<file path="src/design/tksit_pkg.sv">
`default_nettype none
package tksit_pkg;

	localparam int TABLE_DEPTH = 10;
	localparam int COUNT_W     = $clog2(TABLE_DEPTH + 1);

	localparam int INDEX_W = 4;
	localparam int TAG_W   = 24;
	localparam int SCORE_W = 32;
	localparam int RATE_W  = 16;
	localparam int RANK_W  = 4;
	localparam int FILL_W  = 4;

	localparam int S_TDATA_W = 80;
	localparam int M_TDATA_W = 88;

	typedef enum logic {
		OP_INSERT = 1'b0,
		OP_READ   = 1'b1
	} tksit_op_t;

	typedef struct packed {
		logic               valid;
		logic [SCORE_W-1:0] score;
		logic [RATE_W-1:0]  rate;
		logic [TAG_W-1:0]   tag;
	} tksit_entry_t;

	typedef struct packed {
		logic         wr;
		tksit_entry_t rec;
	} tksit_ins_t;

	// Every byte after the first zero byte becomes zero.
	function automatic logic [TAG_W-1:0] clean_tag(input logic [TAG_W-1:0] raw);
		logic [7:0] b0;
		logic [7:0] b1;
		logic [7:0] b2;
		b0 = raw[7:0];
		b1 = raw[15:8];
		b2 = raw[23:16];
		if (b0 == 8'd0) begin
			b1 = 8'd0;
			b2 = 8'd0;
		end
		if (b1 == 8'd0) begin
			b2 = 8'd0;
		end
		return {b2, b1, b0};
	endfunction

endpackage
`default_nettype wire

</file>
<file path="src/design/tksit_cell.sv">
`default_nettype none
module tksit_cell (
	input  wire                     clk,
	input  wire                     arst_n,
	input  tksit_pkg::tksit_ins_t   ctl,
	input  tksit_pkg::tksit_entry_t prev,
	input  wire                     prev_take,
	output tksit_pkg::tksit_entry_t ent,
	output logic                    take
);

	tksit_pkg::tksit_entry_t ent_q;
	logic                    hit;

	// An empty slot or a strictly lower score claims the new record.
	assign hit  = !ent_q.valid || (ctl.rec.score > ent_q.score);
	assign take = prev_take || hit;
	assign ent  = ent_q;

	always_ff @(posedge clk or negedge arst_n) begin
		if (!arst_n) begin
			ent_q <= '0;
		end else if (ctl.wr && take) begin
			if (prev_take) begin
				ent_q <= prev;
			end else begin
				ent_q <= ctl.rec;
			end
		end
	end

endmodule
`default_nettype wire

</file>
<file path="src/design/top_k_sorted_insert_table.sv">
// Channel   Dir  Fields (low bit first)
// s_axis    in   tuser: op; tdata: index, tag_bytes, score, rate
// m_axis    out  tdata: placed, rank, filled, entry_valid, entry_tag, entry_score, entry_rate
//
// The row of cells compares and shifts in the cycle of acceptance.
// The result sits in an output register, so a new word is taken whenever that register
// is empty or being emptied in the same cycle.
// A stalled output holds s_tready low until the result is taken.
// Reset empties every cell and the output register.
`default_nettype none
module top_k_sorted_insert_table (
	input  wire                                clk,
	input  wire                                arst_n,
	input  wire                                s_tvalid,
	output logic                               s_tready,
	input  wire  [tksit_pkg::S_TDATA_W-1:0]    s_tdata,  // index, tag_bytes, score, rate, pad
	input  wire                                s_tuser,  // op
	output logic                               m_tvalid,
	input  wire                                m_tready,
	output logic [tksit_pkg::M_TDATA_W-1:0]    m_tdata   // placed, rank, filled,
	                                                     // entry_valid, entry_tag, entry_score,
	                                                     // entry_rate, pad
);

	localparam int D = tksit_pkg::TABLE_DEPTH;

	logic                                accept;
	tksit_pkg::tksit_op_t                op;
	logic [tksit_pkg::INDEX_W-1:0]       rd_index;
	tksit_pkg::tksit_ins_t               ctl;
	tksit_pkg::tksit_entry_t             ent [D];
	logic [D:0]                          take_chain;
	logic [tksit_pkg::COUNT_W-1:0]       count_q;
	logic [tksit_pkg::COUNT_W-1:0]       count_next;
	logic                                placed;
	logic [tksit_pkg::RANK_W-1:0]        rank;
	tksit_pkg::tksit_entry_t             rd_ent;
	logic                                m_tvalid_q;
	logic [tksit_pkg::M_TDATA_W-1:0]     m_tdata_q;

	assign s_tready = !m_tvalid_q || m_tready;
	assign accept   = s_tvalid && s_tready;
	assign op       = tksit_pkg::tksit_op_t'(s_tuser);
	assign rd_index = s_tdata[3:0];

	assign ctl.wr        = accept && (op == tksit_pkg::OP_INSERT);
	assign ctl.rec.valid = 1'b1;
	assign ctl.rec.tag   = tksit_pkg::clean_tag(s_tdata[27:4]);
	assign ctl.rec.score = s_tdata[59:28];
	assign ctl.rec.rate  = s_tdata[75:60];

	assign take_chain[0] = 1'b0;

	for (genvar i = 0; i < D; i++) begin : g_cell
		if (i == 0) begin : g_head
			tksit_cell u_cell (
				.clk       (clk),
				.arst_n    (arst_n),
				.ctl       (ctl),
				.prev      ('0),
				.prev_take (take_chain[0]),
				.ent       (ent[0]),
				.take      (take_chain[1])
			);
		end else begin : g_body
			tksit_cell u_cell (
				.clk       (clk),
				.arst_n    (arst_n),
				.ctl       (ctl),
				.prev      (ent[i-1]),
				.prev_take (take_chain[i]),
				.ent       (ent[i]),
				.take      (take_chain[i+1])
			);
		end
	end

	assign placed = (op == tksit_pkg::OP_INSERT) && take_chain[D];

	always_comb begin
		rank = '0;
		for (int i = 0; i < D; i++) begin
			if (take_chain[i+1] && !take_chain[i]) begin
				rank = rank | tksit_pkg::RANK_W'(i);
			end
		end
	end

	always_comb begin
		rd_ent = '0;
		for (int i = 0; i < D; i++) begin
			if ((int'(rd_index) == i) && ent[i].valid) begin
				rd_ent = ent[i];
			end
		end
		if (op != tksit_pkg::OP_READ) begin
			rd_ent = '0;
		end
	end

	always_comb begin
		count_next = count_q;
		if (placed && (int'(count_q) < D)) begin
			count_next = count_q + 1'b1;
		end
	end

	always_ff @(posedge clk or negedge arst_n) begin
		if (!arst_n) begin
			count_q    <= '0;
			m_tvalid_q <= 1'b0;
		end else begin
			if (ctl.wr) begin
				count_q <= count_next;
			end
			if (accept) begin
				m_tvalid_q <= 1'b1;
			end else if (m_tready) begin
				m_tvalid_q <= 1'b0;
			end
		end
	end

	always_ff @(posedge clk) begin
		if (accept) begin
			m_tdata_q <= {6'd0,
				rd_ent.rate,
				rd_ent.score,
				rd_ent.tag,
				rd_ent.valid,
				tksit_pkg::FILL_W'(count_next),
				placed ? rank : {tksit_pkg::RANK_W{1'b0}},
				placed};
		end
	end

	assign m_tvalid = m_tvalid_q;
	assign m_tdata  = m_tdata_q;

endmodule
`default_nettype wire

</file>
<file path="config.mk">
export PLATFORM = sky130hd
export DESIGN_NAME = top_k_sorted_insert_table
export DESIGN_NICKNAME = d
export VERILOG_FILES = /design/src/design/tksit_pkg.sv /design/src/design/tksit_cell.sv /design/src/design/top_k_sorted_insert_table.sv
export SDC_FILE = /design/constraint.sdc
export NUM_CORES = 2
export LEC_CHECK = 0
export BUFFER_PORTS_ARGS = -buffer_cell sky130_fd_sc_hd__clkbuf_2
export CAP_MARGIN = 20
export CELL_PAD_IN_SITES_DETAIL_PLACEMENT = 1
export CELL_PAD_IN_SITES_GLOBAL_PLACEMENT = 1
export CORE_ASPECT_RATIO = 2
export CORE_MARGIN = 2
export CORE_UTILIZATION = 40
export CTS_CLUSTER_DIAMETER = 50
export DETAILED_ROUTE_END_ITERATION = 10
export HOLD_SLACK_MARGIN = 0.06
export PLACE_DENSITY_LB_ADDON = 0.1
export SLEW_MARGIN = 15
export SYNTH_ARGS = -nofsm -noshare
export SYNTH_HDL_FRONTEND = slang
export SYNTH_SLANG_ARGS = --single-unit
export TNS_END_PERCENT = 10
</file>
<file path="constraint.sdc">
create_clock -name clk -period 5.05 [get_ports clk]
set_input_delay 0.2525 -clock clk [delete_from_list [all_inputs] [get_ports clk]]
set_output_delay 0.2525 -clock clk [all_outputs]
set_load 0.01 [all_outputs]
</file>
==> run metrics <==
Num CTS Buffers 87; CTS Sinks 817; fin crit share 92.1%; Final Routed Wirelength 210,000 um; clk root buf clkbuf_16; GR Util met1 36.9%; slew margin rel. 24.3%; Worst path top cell family by delay compound AO/OA/AOI/OAI gates; Fin Setup TNS 0 ns; fin nets 5,588; Slowest cell on crit path or4_1; Reg power frac 37.5%; minimum clock period 4.65 ns; Starting Density 40.3%; global-route wire length before repair 309,000 um; Area Growth Syn to Fin 13.8%; M2 GR Usage 61.0%; Placeable Area 119,000 um2; P_leak 25.9 nW; critical hold path startpoint s_tdata[17]; power per cell area 587 nW/um2; cells along the critical path dlygate4sd3_1 -> clkbuf_2 -> buf_4 -> ha_1 -> nand4_1 -> or4_1 -> a311oi_1 -> a211oi_1 -> o21ai_2 -> o31a_2 -> buf_12 -> nand2_1 -> o221a_1; Critical Path Fanout Max 140; Clk pin slew, worst setup/hold paths 0.07 ns; Clock Skew 0.0346 ns; PortBufs 164; top post-synthesis cells by count 735 x dfrtp_1, 685 x nor2_1, 660 x a21oi_1, 351 x mux2i_1, 337 x inv_1; via/cell ratio 6.40; Clk Latency, worst-skew pair 0.73 ns; CP required 5.66 ns; power share of the clock group 22.1%; Mean Syn Cell Area 9.35 um2; CP peak stage delay 0.78 ns; Die Width 249 um; I/O Pins 175; postcts setup bufs 0; die area 123,000 um2; post-synthesis async set-or-reset flop share 90.0%; Least-Margin Pin Slew 1.13 ns; Comb power frac 40.4%; number of global-route vias before repair 46,400; yosys warns 0; Int Pwr 18.5 mW; CTS resizes 0; final number of hold-violating endpoints 0; wire length per cell 30.8 um; Post-synth EDFFs 82; Setup violations, final 0; Setup Crit Path Kind in2reg; max-slew violations 0; hold buffer count at cts 52; VDD IR-drop max 0.000722 V; fmax 215 MHz; post-synthesis register bit count 817; crit path capture type register; Sw Share 42.4%; initial antenna violation count 12; sequential fraction of the synthesis area 43.4%; Site Rows 179; Remaining DRCs 0; Distinct cells, synth 72; Buffers & Inverters on Critical Path 4; share of layout cells above drive strength 1 10.7%; reg2reg start g_cell[2].g_body.u_cell.ent[54]; Hold WC Path Type in2reg; Tot GR Track Use 33.8%; CTS tree done; Synth Cell Area 48,100 um2; unrepaired setup endpoints after global routing false; routed via count 43,500; Final GP Congestion 0.890; Hold Worst Slack 0.0820 ns; Synth area leaders dfrtp_1 38%, ha_1 8.4%, mux2i_1 7.3%; GR Overflow Total 0; Chip Height 494 um; Most Crowded Layer GR met2; drt first-iter violations 2,884; dominant cell type by area after synthesis dfrtp_1; largest net degree at the start of global routing 141; Synth top area share 38.3%; Max-Cap Viols 0; NetSw 13.6 mW; FILL cells 13,500; Startpoint Class input pin; # H-tree levels 3; Critical Path Start s_tdata[55]; First-pass DRT Iterations 5; status finished, final reports clean; Post-Syn Instances 5,142; worst-case clock buffer depth 3; Main synth FF type dfrtp_1; met3 Use GR 4.51%; Post-DP HPWL 132,000 um; top-count cell post-synth dfrtp_1; Critical Path AT 5.26 ns; Routed Antenna Nets 0
[state kept, by name (all words and copies together), names as in the netlist]
register	flops
g_cell.g_head.u_cell.ent	73
count_q	4
g_cell.g_body.u_cell.ent	657
m_tvalid	1
m_tdata	82
[routing by layer]
metal | vias to the layer above | wire (um)
met3 | 704 | 10100
met4 | 10 | 15900
met2 | 1537 | 107000
li1 | 18800 | -
met1 | 22400 | 76400
met5 | - | 59
[power groups by stage]
stage	combinational, mW	sequential (mW)	clock (mW)
final	12.9	12.0	7.10
after floorplan	8.57	11.1	0
after global routing	14.2	12.4	7.42
after global placement	12.3	12.0	0
after detailed placement	12.8	12.1	0
after CTS	12.9	12.0	7.22
[final cells by class]
cell class	instances	area (um2)	area share [%]
multi-input combinational	3574	24500	44.8
tap	1538	1920	3.52
antenna	5	12.5	0.0229
clock buffer	120	2490	4.56
sequential	817	20900	38.1
clock inverter	42	562	1.03
inverter	337	1270	2.32
timing repair buffer	365	3050	5.58
[layout by cell type (no fill, tap or decap), types with 104 or more instances in the layout]
cell type / netlist / routed
a21oi_1: 660 / 657
a31oi_1: 131 / 128
buf_4: 10 / 104
clkbuf_2: 0 / 162
dfrtp_1: 735 / 735
ha_1: 321 / 321
inv_1: 337 / 336
mux2i_1: 351 / 351
nand2_1: 280 / 275
nor2_1: 685 / 681
o221ai_1: 144 / 144
[worst min-delay path, delay by kind of cell]
kind                   cells  cell delay, ns
buffers and inverters      1            0.12
AOI/OAI and AO/OA          1            0.13
and+or+nand+nor            1            0.24
[metrics by stage]
step | cell area, um2 | utilization (%) | worst slack (ns) | total power, mW | instances
6_report | 54700 | 45.9 | 0.397 | 32.1 | 6798
5_1_grt | 54700 | 45.9 | 0.349 | 34.0 | 6797
4_1_cts | 54700 | 45.9 | 0.552 | 32.1 | 6793
3_5_place_dp | 51100 | 42.9 | 0.341 | 24.9 | 6579
3_3_place_gp | 51100 | 42.9 | 0.426 | 24.4 | 6579
2_1_floorplan | 48100 | - | 0.946 | 19.7 | 5147
[kinds of logic (layout without fill, tap and decap cells)]
family	after synthesis	in the layout	share of synthesized area (%)
muxes	413	413	8.76
DFF	817	817	43.4
xor gates and xnor gates	2	2	0.0365
adders and majority gates	321	321	8.36
AOI/OAI and AO/OA	1493	1493	21.0
other	1	11	0.00780
buffers and inverters	756	864	6.16
and+or+nand+nor	1339	1339	12.2
[final timing paths]
check	slack, ns	to	cells after the start
worst max-delay path	0.40	g_cell[8].g_body.u_cell.ent[66]	13
worst min-delay path	0.08	g_cell[0].g_head.u_cell.ent[13]	3
worst max register to register	0.50	g_cell[4].g_body.u_cell.ent[29]	13
worst min register to register	0.49	g_cell[9].g_body.u_cell.ent[37]	1
max in group asynchronous	3.57	g_cell[4].g_body.u_cell.ent[32]	3
min in group asynchronous	0.12	g_cell[3].g_body.u_cell.ent[49]	2
No activity file was read; power rests on OpenSTA's default activity.
